===== config.mk =====
export PLATFORM = sky130hd
export DESIGN_NAME = playfair_stream_encryptor
export DESIGN_NICKNAME = d
export VERILOG_FILES = /design/src/hdl/pfse_pkg.sv /design/src/hdl/pfse_ram.sv /design/src/hdl/pfse_controller.sv /design/src/hdl/pfse_datapath.sv /design/src/hdl/playfair_stream_encryptor.sv
export SDC_FILE = /design/constraint.sdc
export NUM_CORES = 1
export LEC_CHECK = 0
export BUFFER_PORTS_ARGS = -buffer_cell sky130_fd_sc_hd__buf_4
export CORE_MARGIN = 2
export CORE_UTILIZATION = 63
export DETAILED_ROUTE_END_ITERATION = 12
export PLACE_DENSITY = 0.78
export SYNTH_ARGS = -nofsm -noshare
export SYNTH_HDL_FRONTEND = slang
export SYNTH_HIERARCHICAL = 1
export SYNTH_SLANG_ARGS = --single-unit

===== constraint.sdc =====
create_clock -name clk -period 6.3 [get_ports clk]
set_input_delay 1.26 -clock clk [delete_from_list [all_inputs] [get_ports clk]]
set_output_delay 1.26 -clock clk [all_outputs]
set_load 0.01 [all_outputs]

===== src/hdl/pfse_pkg.sv =====
// Shared types, constants and helper functions for the Playfair stream encryptor
`default_nettype none

package pfse_pkg;

    // square geometry and alphabet
    localparam int SQ_SIDE  = 5;
    localparam int SQ_CELLS = 25;
    localparam int ALPHA    = 26;

    // letter indexes, 0 is 'a'
    localparam logic [4:0] LET_I    = 5'd8;
    localparam logic [4:0] LET_J    = 5'd9;
    localparam logic [4:0] LET_Q    = 5'd16;
    localparam logic [4:0] LET_X    = 5'd23;
    localparam logic [4:0] LET_Z    = 5'd25;
    localparam logic [4:0] LET_LAST = 5'd25;

    // ascii anchors
    localparam logic [7:0] ASCII_UPPER_A = 8'd65;
    localparam logic [7:0] ASCII_UPPER_Z = 8'd90;
    localparam logic [7:0] ASCII_LOWER_A = 8'd97;
    localparam logic [7:0] ASCII_LOWER_Z = 8'd122;
    localparam logic [6:0] ASCII_A       = 7'd97;

    typedef logic [4:0] letter_idx_t;
    typedef logic [4:0] cell_idx_t;
    typedef logic [2:0] coord_t;

    // input item kinds
    typedef enum logic [1:0] {
        CMD_KEY   = 2'd0,
        CMD_CLOSE = 2'd1,
        CMD_MSG   = 2'd2,
        CMD_END   = 2'd3
    } in_cmd_t;

    // controller states
    typedef enum logic [3:0] {
        ST_IDLE,
        ST_CLOSE,
        ST_RD_A,
        ST_RD_B,
        ST_CALC,
        ST_SQ_A,
        ST_SQ_B,
        ST_SQ_D,
        ST_LOAD
    } state_t;

    // controller to datapath
    typedef struct packed {
        logic accept;
        logic sweep;
        logic rd_b;
        logic calc;
        logic sq_b;
        logic sq_d;
        logic load;
    } ctrl_cmd_t;

    // datapath to controller
    typedef struct packed {
        logic close_start;
        logic pair_start;
        logic sweep_last;
        logic obuf_empty;
    } ctrl_stat_t;

    typedef struct packed {
        logic        valid;
        letter_idx_t idx;
    } fold_t;

    typedef struct packed {
        cell_idx_t oa;
        cell_idx_t ob;
    } cell_pair_t;

    // byte to letter index, i folded into j
    function automatic fold_t fold_byte(input logic [7:0] c);
        fold_t      r;
        logic [7:0] k;
        r = '0;
        k = '0;
        if (c >= ASCII_UPPER_A && c <= ASCII_UPPER_Z)
        begin
            k = c - ASCII_UPPER_A;
            r.valid = 1'b1;
        end
        else if (c >= ASCII_LOWER_A && c <= ASCII_LOWER_Z)
        begin
            k = c - ASCII_LOWER_A;
            r.valid = 1'b1;
        end
        r.idx = k[4:0];
        if (r.idx == LET_I)
        begin
            r.idx = LET_J;
        end
        return r;
    endfunction

    // row of a cell, c / 5 as multiply by 13 and shift for c below 25
    function automatic coord_t cell_row(input cell_idx_t c);
        logic [8:0] p;
        p = 9'({4'd0, c}) * 9'd13;
        return p[8:6];
    endfunction

    function automatic coord_t cell_col(input cell_idx_t c);
        logic [4:0] rr;
        rr = 5'({2'd0, cell_row(c)}) * 5'(SQ_SIDE);
        return 3'(c - rr);
    endfunction

    function automatic cell_idx_t make_cell(input coord_t r, input coord_t col);
        return 5'({2'd0, r}) * 5'(SQ_SIDE) + 5'({2'd0, col});
    endfunction

    function automatic coord_t wrap_inc(input coord_t v);
        return (v == 3'(SQ_SIDE - 1)) ? 3'd0 : v + 3'd1;
    endfunction

    // output cells for a pair of input cells
    function automatic cell_pair_t pair_cells(input cell_idx_t ca, input cell_idx_t cb);
        cell_pair_t r;
        coord_t     ra;
        coord_t     rb;
        coord_t     ka;
        coord_t     kb;
        ra = cell_row(ca);
        rb = cell_row(cb);
        ka = cell_col(ca);
        kb = cell_col(cb);
        if (ka == kb)
        begin
            r.oa = make_cell(wrap_inc(ra), ka);
            r.ob = make_cell(wrap_inc(rb), kb);
        end
        else if (ra == rb)
        begin
            r.oa = make_cell(ra, wrap_inc(ka));
            r.ob = make_cell(rb, wrap_inc(kb));
        end
        else
        begin
            r.oa = make_cell(ra, kb);
            r.ob = make_cell(rb, ka);
        end
        return r;
    endfunction

endpackage

`default_nettype wire


===== src/hdl/pfse_ram.sv =====
// Generic single write port RAM with registered read
`default_nettype none

module pfse_ram #(
    parameter int WIDTH = 8,
    parameter int DEPTH = 32,
    localparam int ADDR_W = $clog2(DEPTH)
) (
    input  wire logic              clk,
    input  wire logic              wr_en,
    input  wire logic [ADDR_W-1:0] wr_addr,
    input  wire logic [WIDTH-1:0]  wr_data,
    input  wire logic [ADDR_W-1:0] rd_addr,
    output logic      [WIDTH-1:0]  rd_data
);

    logic [WIDTH-1:0] mem [DEPTH];

    // write and registered read
    always_ff @(posedge clk)
    begin
        if (wr_en)
        begin
            mem[wr_addr] <= wr_data;
        end
        rd_data <= mem[rd_addr];
    end

endmodule

`default_nettype wire


===== src/hdl/pfse_controller.sv =====
// Sequencer for key close sweep and pair encryption
`default_nettype none

module pfse_controller (
    input  wire logic                  clk,
    input  wire logic                  rst_n,
    input  wire logic                  in_valid,
    output logic                       in_ready,
    input  wire pfse_pkg::ctrl_stat_t  stat,
    output pfse_pkg::ctrl_cmd_t        cmd
);

    pfse_pkg::state_t state_reg;
    pfse_pkg::state_t state_next;
    logic             accept;

    assign accept = in_valid && in_ready;

    // next state
    always_comb
    begin
        state_next = state_reg;
        case (state_reg)
            pfse_pkg::ST_IDLE:
            begin
                if (accept && stat.close_start)
                begin
                    state_next = pfse_pkg::ST_CLOSE;
                end
                else if (accept && stat.pair_start)
                begin
                    state_next = pfse_pkg::ST_RD_A;
                end
            end
            pfse_pkg::ST_CLOSE:
            begin
                if (stat.sweep_last)
                begin
                    state_next = pfse_pkg::ST_IDLE;
                end
            end
            pfse_pkg::ST_RD_A: state_next = pfse_pkg::ST_RD_B;
            pfse_pkg::ST_RD_B: state_next = pfse_pkg::ST_CALC;
            pfse_pkg::ST_CALC: state_next = pfse_pkg::ST_SQ_A;
            pfse_pkg::ST_SQ_A: state_next = pfse_pkg::ST_SQ_B;
            pfse_pkg::ST_SQ_B: state_next = pfse_pkg::ST_SQ_D;
            pfse_pkg::ST_SQ_D: state_next = pfse_pkg::ST_LOAD;
            pfse_pkg::ST_LOAD:
            begin
                if (stat.obuf_empty)
                begin
                    state_next = pfse_pkg::ST_IDLE;
                end
            end
            default: state_next = pfse_pkg::ST_IDLE;
        endcase
    end

    // command outputs
    always_comb
    begin
        in_ready   = 1'b0;
        cmd        = '0;
        cmd.accept = accept;
        case (state_reg)
            pfse_pkg::ST_IDLE:  in_ready  = 1'b1;
            pfse_pkg::ST_CLOSE: cmd.sweep = 1'b1;
            pfse_pkg::ST_RD_B:  cmd.rd_b  = 1'b1;
            pfse_pkg::ST_CALC:  cmd.calc  = 1'b1;
            pfse_pkg::ST_SQ_B:  cmd.sq_b  = 1'b1;
            pfse_pkg::ST_SQ_D:  cmd.sq_d  = 1'b1;
            pfse_pkg::ST_LOAD:  cmd.load  = stat.obuf_empty;
            default:            in_ready  = 1'b0;
        endcase
    end

    // state register
    always_ff @(posedge clk or negedge rst_n)
    begin
        if (!rst_n)
        begin
            state_reg <= pfse_pkg::ST_IDLE;
        end
        else
        begin
            state_reg <= state_next;
        end
    end

endmodule

`default_nettype wire


===== src/hdl/pfse_datapath.sv =====
// Letter square storage, pair state, cell arithmetic and output buffer
`default_nettype none

module pfse_datapath (
    input  wire logic                 clk,
    input  wire logic                 rst_n,
    input  wire pfse_pkg::ctrl_cmd_t  cmd,
    output pfse_pkg::ctrl_stat_t      stat,
    input  wire logic [1:0]           in_kind,
    input  wire logic [7:0]           in_byte,
    output logic                      out_valid,
    input  wire logic                 out_ready,
    output logic [6:0]                out_letter,
    output logic                      out_last
);

    // control state
    logic [pfse_pkg::ALPHA-1:0] seen_reg, seen_next;
    logic [4:0]                 fill_reg, fill_next;
    logic                       closed_reg, closed_next;
    logic                       pend_valid_reg, pend_valid_next;
    pfse_pkg::letter_idx_t      pend_reg, pend_next;
    pfse_pkg::letter_idx_t      sweep_reg, sweep_next;
    logic [1:0]                 cnt_reg, cnt_next;

    // payload
    pfse_pkg::letter_idx_t      a_reg, a_next;
    pfse_pkg::letter_idx_t      b_reg, b_next;
    pfse_pkg::cell_idx_t        ca_reg;
    pfse_pkg::cell_idx_t        oa_reg;
    pfse_pkg::cell_idx_t        ob_reg;
    pfse_pkg::letter_idx_t      lt0_reg;
    pfse_pkg::letter_idx_t      lt1_reg;
    pfse_pkg::letter_idx_t      ob0_reg;
    pfse_pkg::letter_idx_t      ob1_reg;

    pfse_pkg::fold_t            fold;
    pfse_pkg::in_cmd_t          kind;
    logic                       key_place;
    logic                       place_req;
    logic                       place_en;
    pfse_pkg::letter_idx_t      place_k;
    pfse_pkg::cell_idx_t        cell_raddr;
    pfse_pkg::cell_idx_t        cell_rdata;
    pfse_pkg::cell_idx_t        sq_raddr;
    pfse_pkg::letter_idx_t      sq_rdata;
    pfse_pkg::cell_pair_t       cells;
    logic                       pop;

    assign fold = pfse_pkg::fold_byte(in_byte);
    assign kind = pfse_pkg::in_cmd_t'(in_kind);

    // letter placement, from a key item or the close sweep
    assign key_place = cmd.accept && (kind == pfse_pkg::CMD_KEY) && !closed_reg && fold.valid;
    assign place_k   = cmd.sweep ? sweep_reg : fold.idx;
    assign place_req = key_place || (cmd.sweep && (sweep_reg != pfse_pkg::LET_I));
    assign place_en  = place_req && !seen_reg[place_k]
                       && (fill_reg < 5'(pfse_pkg::SQ_CELLS));

    // square and cell stores
    assign cell_raddr = cmd.rd_b ? b_reg : a_reg;
    assign sq_raddr   = cmd.sq_b ? ob_reg : oa_reg;

    pfse_ram #(
        .WIDTH (5),
        .DEPTH (pfse_pkg::SQ_CELLS)
    ) u_square (
        .clk     (clk),
        .wr_en   (place_en),
        .wr_addr (fill_reg),
        .wr_data (place_k),
        .rd_addr (sq_raddr),
        .rd_data (sq_rdata)
    );

    pfse_ram #(
        .WIDTH (5),
        .DEPTH (pfse_pkg::ALPHA)
    ) u_cell (
        .clk     (clk),
        .wr_en   (place_en),
        .wr_addr (place_k),
        .wr_data (fill_reg),
        .rd_addr (cell_raddr),
        .rd_data (cell_rdata)
    );

    // output cells from the captured first cell and the second read
    assign cells = pfse_pkg::pair_cells(ca_reg, cell_rdata);

    // item decode, key state update and status
    always_comb
    begin
        seen_next        = seen_reg;
        fill_next        = fill_reg;
        closed_next      = closed_reg;
        pend_valid_next  = pend_valid_reg;
        pend_next        = pend_reg;
        sweep_next       = sweep_reg;
        a_next           = a_reg;
        b_next           = b_reg;
        stat.close_start = 1'b0;
        stat.pair_start  = 1'b0;
        stat.sweep_last  = (sweep_reg == pfse_pkg::LET_LAST);
        stat.obuf_empty  = (cnt_reg == 2'd0);

        if (place_en)
        begin
            seen_next[place_k] = 1'b1;
            fill_next          = fill_reg + 5'd1;
        end

        if (cmd.sweep)
        begin
            sweep_next = sweep_reg + 5'd1;
            if (sweep_reg == pfse_pkg::LET_LAST)
            begin
                closed_next = 1'b1;
            end
        end

        if (cmd.accept)
        begin
            case (kind)
                pfse_pkg::CMD_CLOSE:
                begin
                    if (!closed_reg)
                    begin
                        stat.close_start = 1'b1;
                        sweep_next       = '0;
                    end
                end
                pfse_pkg::CMD_MSG:
                begin
                    if (closed_reg && fold.valid)
                    begin
                        if (!pend_valid_reg)
                        begin
                            pend_valid_next = 1'b1;
                            pend_next       = fold.idx;
                        end
                        else if (fold.idx == pend_reg)
                        begin
                            // doubled letter: filler partner, letter stays waiting
                            stat.pair_start = 1'b1;
                            a_next          = pend_reg;
                            b_next          = (pend_reg == pfse_pkg::LET_X) ?
                                              pfse_pkg::LET_Q : pfse_pkg::LET_X;
                        end
                        else
                        begin
                            stat.pair_start = 1'b1;
                            a_next          = pend_reg;
                            b_next          = fold.idx;
                            pend_valid_next = 1'b0;
                        end
                    end
                end
                pfse_pkg::CMD_END:
                begin
                    if (closed_reg && pend_valid_reg)
                    begin
                        // odd tail padded
                        stat.pair_start = 1'b1;
                        a_next          = pend_reg;
                        b_next          = (pend_reg == pfse_pkg::LET_Z) ?
                                          pfse_pkg::LET_X : pfse_pkg::LET_Z;
                        pend_valid_next = 1'b0;
                    end
                end
                default:
                begin
                    stat.pair_start = 1'b0;
                end
            endcase
        end
    end

    // two letter output buffer
    assign out_valid  = (cnt_reg != 2'd0);
    assign pop        = out_valid && out_ready;
    assign out_last   = (cnt_reg == 2'd1);
    assign out_letter = pfse_pkg::ASCII_A + 7'((cnt_reg == 2'd2) ? ob0_reg : ob1_reg);

    always_comb
    begin
        cnt_next = cnt_reg;
        if (cmd.load)
        begin
            cnt_next = 2'd2;
        end
        else if (pop)
        begin
            cnt_next = cnt_reg - 2'd1;
        end
    end

    // control registers
    always_ff @(posedge clk or negedge rst_n)
    begin
        if (!rst_n)
        begin
            seen_reg       <= '0;
            fill_reg       <= '0;
            closed_reg     <= 1'b0;
            pend_valid_reg <= 1'b0;
            pend_reg       <= '0;
            sweep_reg      <= '0;
            cnt_reg        <= '0;
        end
        else
        begin
            seen_reg       <= seen_next;
            fill_reg       <= fill_next;
            closed_reg     <= closed_next;
            pend_valid_reg <= pend_valid_next;
            pend_reg       <= pend_next;
            sweep_reg      <= sweep_next;
            cnt_reg        <= cnt_next;
        end
    end

    // payload registers
    always_ff @(posedge clk)
    begin
        a_reg <= a_next;
        b_reg <= b_next;
        if (cmd.rd_b)
        begin
            ca_reg <= cell_rdata;
        end
        if (cmd.calc)
        begin
            oa_reg <= cells.oa;
            ob_reg <= cells.ob;
        end
        if (cmd.sq_b)
        begin
            lt0_reg <= sq_rdata;
        end
        if (cmd.sq_d)
        begin
            lt1_reg <= sq_rdata;
        end
        if (cmd.load)
        begin
            ob0_reg <= lt0_reg;
            ob1_reg <= lt1_reg;
        end
    end

endmodule

`default_nettype wire


===== src/hdl/playfair_stream_encryptor.sv =====
// Top level of the Playfair stream encryptor
//
// Input stream s_axis: tuser carries the command (key byte, close key,
// message byte, end of message), tdata the ASCII byte. Key bytes build the
// 5x5 square, close key fills the rest, message bytes are encrypted in pairs.
// Output stream m_axis: one ciphertext letter per item, tlast on the second
// letter of each pair.
// Key bytes, message bytes that only wait for a partner, and ignored items
// leave the controller idle. Close key runs a sweep over the 26 letters, one
// letter a cycle. An item that completes a pair runs two reads of the
// letter-to-cell store, the cell arithmetic, two reads of the square, then a
// load into the two letter output buffer, from which the first letter goes
// out on m_axis.
// The next item is accepted while the buffered pair still waits; a further
// pair holds in its load step until the buffer has drained, so a stalled
// receiver stops input once one pair is buffered and another is ready.
// Reset clears the key state: a new square must be keyed and closed.
`default_nettype none

module playfair_stream_encryptor (
    input  wire logic       clk,
    input  wire logic       rst_n,
    input  wire logic       s_axis_tvalid,
    output logic            s_axis_tready,
    input  wire logic [7:0] s_axis_tdata,   // [7:0] text_byte
    input  wire logic [1:0] s_axis_tuser,   // [1:0] cmd
    output logic            m_axis_tvalid,
    input  wire logic       m_axis_tready,
    output logic [7:0]      m_axis_tdata,   // [6:0] cipher_letter, [7] zero
    output logic            m_axis_tlast    // pair_end
);

    pfse_pkg::ctrl_cmd_t  cmd;
    pfse_pkg::ctrl_stat_t stat;
    logic [6:0]           letter;

    pfse_controller u_ctrl (
        .clk      (clk),
        .rst_n    (rst_n),
        .in_valid (s_axis_tvalid),
        .in_ready (s_axis_tready),
        .stat     (stat),
        .cmd      (cmd)
    );

    pfse_datapath u_dp (
        .clk        (clk),
        .rst_n      (rst_n),
        .cmd        (cmd),
        .stat       (stat),
        .in_kind    (s_axis_tuser),
        .in_byte    (s_axis_tdata),
        .out_valid  (m_axis_tvalid),
        .out_ready  (m_axis_tready),
        .out_letter (letter),
        .out_last   (m_axis_tlast)
    );

    assign m_axis_tdata = {1'b0, letter};

    // a pair is only loaded into an empty buffer
    assert property (@(posedge clk) disable iff (!rst_n) cmd.load |-> stat.obuf_empty)
        else $error("pair loaded over a buffered pair");

    // no input is taken during the sweep, the cell arithmetic or the second square read
    assert property (@(posedge clk) disable iff (!rst_n)
        (cmd.sweep || cmd.calc || cmd.sq_b) |-> !s_axis_tready)
        else $error("input ready during sequence");

    // a taken first letter is always followed by its second letter
    assert property (@(posedge clk) disable iff (!rst_n)
        (m_axis_tvalid && m_axis_tready && !m_axis_tlast) |=> (m_axis_tvalid && m_axis_tlast))
        else $error("first letter not followed by pair end");

endmodule

`default_nettype wire


==> impl_metrics.csv <==
group,metric,value,unit
grt,overflow,0,
layout,drive_above_1_share,0.143,
flow_run,cap_viol_max_count,0,
clocking,insertion_delay,0.52,ns
sta,maxSlewViolCount,0,
detailed_routing,drc_errors,2,
layout,ff_latch_area,10400,um2
critical_path,path_class,"reg2reg",
sta,tightestPinTransition,1.10,ns
min_path,hold_depth,0,
placed_design,hpwlAfterDp,21700,um
layout,multi_input_area,5960,um2
critical_path,end_kind,"flop",
critical_path,cp.required,6.54,ns
critical_path,ff2ff_setup_slack,0.68,ns
critical_path,cp_slowest_cell,"edfxtp_1",
synthesis,synth_edf_count,300,
placed_design,gp_congestion,0.897,
min_path,min_from,"u_dp/lt1_reg[4]$_DFFE_PP_",
layout,antennaDiodeCount,0,
synthesis,yosysTopAreaCellShare,0.536,
clocking,numCtsBuffers,38,
clocking,path_clk_slew,0.06,ns
synthesis,syn_area,16800,um2
outcome,status,"complete, but fails checks",
detailed_routing,drtPass1Iterations,9,
synthesis,synth_area_leaders,"edfxtp_1, dfrtp_1, ha_1",
detailed_routing,wl,33200,um
grt,grt_usage,0.245,
placed_design,io_buffers,23,
floorplanning,core,26100,um2
sta,tns,0,ns
grt,grt_pass1_wl,53400,um
sta,post-route-period-util,0.892,
critical_path,cp_num_buf_inv,2,
clocking,cts_tree,"built",
clocking,clock-sinks,359,
synthesis,avgSynthCellArea,14.6,um2
critical_path,path_common_cell,"ha_1",
synthesis,ys_top_cells_by_count,"edfxtp_1, nor2_1, mux2i_1",
sta,slew_headroom,0.270,
synthesis,ys_seq_area_frac,0.621,
sta,setup_viol,0,
clocking,root_buffer,"clkbuf_16",
synthesis,async_flop_share,0.136,
min_path,hp-class,"reg2reg",
layout,largest_register_ffs,130,
clocking,post_cts_resized,0,
layout,nFillCells,1721,
floorplanning,die_h,167,um
detailed_routing,vias,9778,
detailed_routing,vias_per_cell,6.29,
critical_path,cp-start-kind,"flop",
grt,grt_antenna_before_repair,0,
sta,hold_viol,0,
synthesis,syn_nets,1246,
grt,grt_max_degree,50,
grt,grt_pass1_vias,9669,
synthesis,post-synth-top-area-cell,"edfxtp_1",
synthesis,synth.most_common_cell,"edfxtp_1",
critical_path,crit_fanout,5,
sta,period_minus_slack,5.62,ns
outcome,violations,"DRC",
detailed_routing,drt_iter0_drc,893,
clocking,cts_setup_buffers,0,
critical_path,worstReg2RegEnd,"u_dp/oa_reg[4]$_DFFE_PP_",
detailed_routing,wire_per_inst,21.4,um
critical_path,path_depth,24,
floorplanning,chipWidth,167,um
clocking,holdBufCountCts,0,
floorplanning,die_area,28000,um2
critical_path,r2r_cells,24,
layout,nets,1286,
floorplanning,start_util,0.643,
floorplanning,io_pins,25,
detailed_routing,postRouteAntennaNets,0,
critical_path,crit_arrival,5.86,ns
floorplanning,rows,59,
synthesis,ys_ff_latch,359,
synthesis,netlist_instances,1153,
critical_path,crit_chain,"ha_1 -> fa_1 -> ha_1 -> a41o_1 -> a21oi_1 -> o21bai_1 -> a21oi_1 -> xnor2_1 -> ha_1 -> xor2_1 -> xnor2_1 -> inv_1 -> nand2_1 -> nand2_1 -> mux2i_1 -> ha_1 -> inv_1 -> fa_1 -> nor2b_1 -> o21ai_0 -> xor2_1 -> xnor2_1 -> nand2_1 -> o21ai_0",
critical_path,cpPeakStageDelay,0.46,ns
clocking,clock_path_buffers,3,
sta,final.setup_skew,0.0105,ns
synthesis,synth.distinct_cells,80,
clocking,htreeDepth,2,
min_path,min_to,"u_dp/ob1_reg[4]$_DFFE_PP_",
critical_path,crit_family,"adder cells",
layout,area_growth,9.77,%
critical_path,r2r-start,"u_dp/ca_reg[2]$_DFFE_PP_",
synthesis,synth-warning-count,6,
sta,rsz0062_at_grt,"false",
sta,fmax,178,MHz
synthesis,ys.flop_type,"edfxtp_1",
-- cell families after synthesis --
logic type,share of synthesized area
fa+ha+maj,0.0624
flops,0.621
mux,0.110
xor+xnor,0.0245
other cells,0.000223
simple gates,0.0833
compound gates,0.0739
buf+inv,0.0246
-- worst max-delay path by stage --
stage,from,to,slack [ns]
6_report,u_dp/ca_reg[2]$_DFFE_PP_,u_dp/oa_reg[4]$_DFFE_PP_,0.68
5_1_grt,u_dp/ca_reg[2]$_DFFE_PP_,u_dp/oa_reg[4]$_DFFE_PP_,0.24
4_1_cts,u_dp/ca_reg[2]$_DFFE_PP_,u_dp/oa_reg[4]$_DFFE_PP_,0.65
3_5_place_dp,s_axis_tdata[0],u_dp/u_square/mem[24][4]$_DFFE_PP_,0.66
3_3_place_gp,s_axis_tdata[0],u_dp/u_square/mem[24][2]$_DFFE_PP_,0.81
2_1_floorplan,s_axis_tdata[0],u_dp/u_square/mem[24][0]$_DFFE_PP_,0.86
-- through the flow --
step                worst slack (ns)  cells   util  instance area [um2]  hold slack (ns)
floorplan                      0.863   1153      -                16800            0.400
global placement               0.814   1488  0.661                17300            0.401
detailed placement             0.655   1488  0.661                17300            0.405
CTS                            0.654   1554  0.706                18400            0.419
global route                   0.241   1554  0.706                18400            0.425
finish                         0.681   1554  0.706                18400            0.418
-- cell type report --
class                   count  share of cell area
repair buffers             40              0.0163
multi-input cells         712               0.323
inverters                  42             0.00868
well taps                 335              0.0227
flip-flops and latches    359               0.566
clock buffers              47              0.0545
clock inverters            19             0.00862
-- metal layers --
metal / up-vias / track usage / wire, um
met2: 341 / 0.406 / 16400
met4: 0 / 0.0594 / 502
met1: 4901 / 0.344 / 14200
li1: 4484 / - / -
met5: - / 0 / 0
met3: 52 / 0.0440 / 2140
-- layout by cell type (no fill, tap or decap), types with 24 or more instances in the layout --
cell type	Yosys	routed
mux4_2	29	29
mux2_2	24	24
nand2_1	68	68
dfrtp_1	49	49
nor2_1	96	96
mux2i_1	78	78
inv_1	38	38
a21oi_1	39	39
nand3_1	32	32
buf_4	7	40
a31o_1	24	24
edfxtp_1	300	300
xnor2_1	26	26
clkbuf_16	0	39
ha_1	71	71
-- worst reg2reg max path, cell delays in order, from the launching register on --
cell and delay (ns):
edfxtp_1 0.46, ha_1 0.34, fa_1 0.46, ha_1 0.30, a41o_1 0.24, a21oi_1 0.23
o21bai_1 0.13, a21oi_1 0.19, xnor2_1 0.30, ha_1 0.37, xor2_1 0.16, xnor2_1 0.40
inv_1 0.14, nand2_1 0.11, nand2_1 0.06, mux2i_1 0.13, ha_1 0.18, inv_1 0.06
fa_1 0.41, nor2b_1 0.13, o21ai_0 0.09, xor2_1 0.16, xnor2_1 0.13, nand2_1 0.08
o21ai_0 0.10
Power is not shown: default switching activity piles up to over one toggle a cycle in this logic, so the estimate is an artifact.
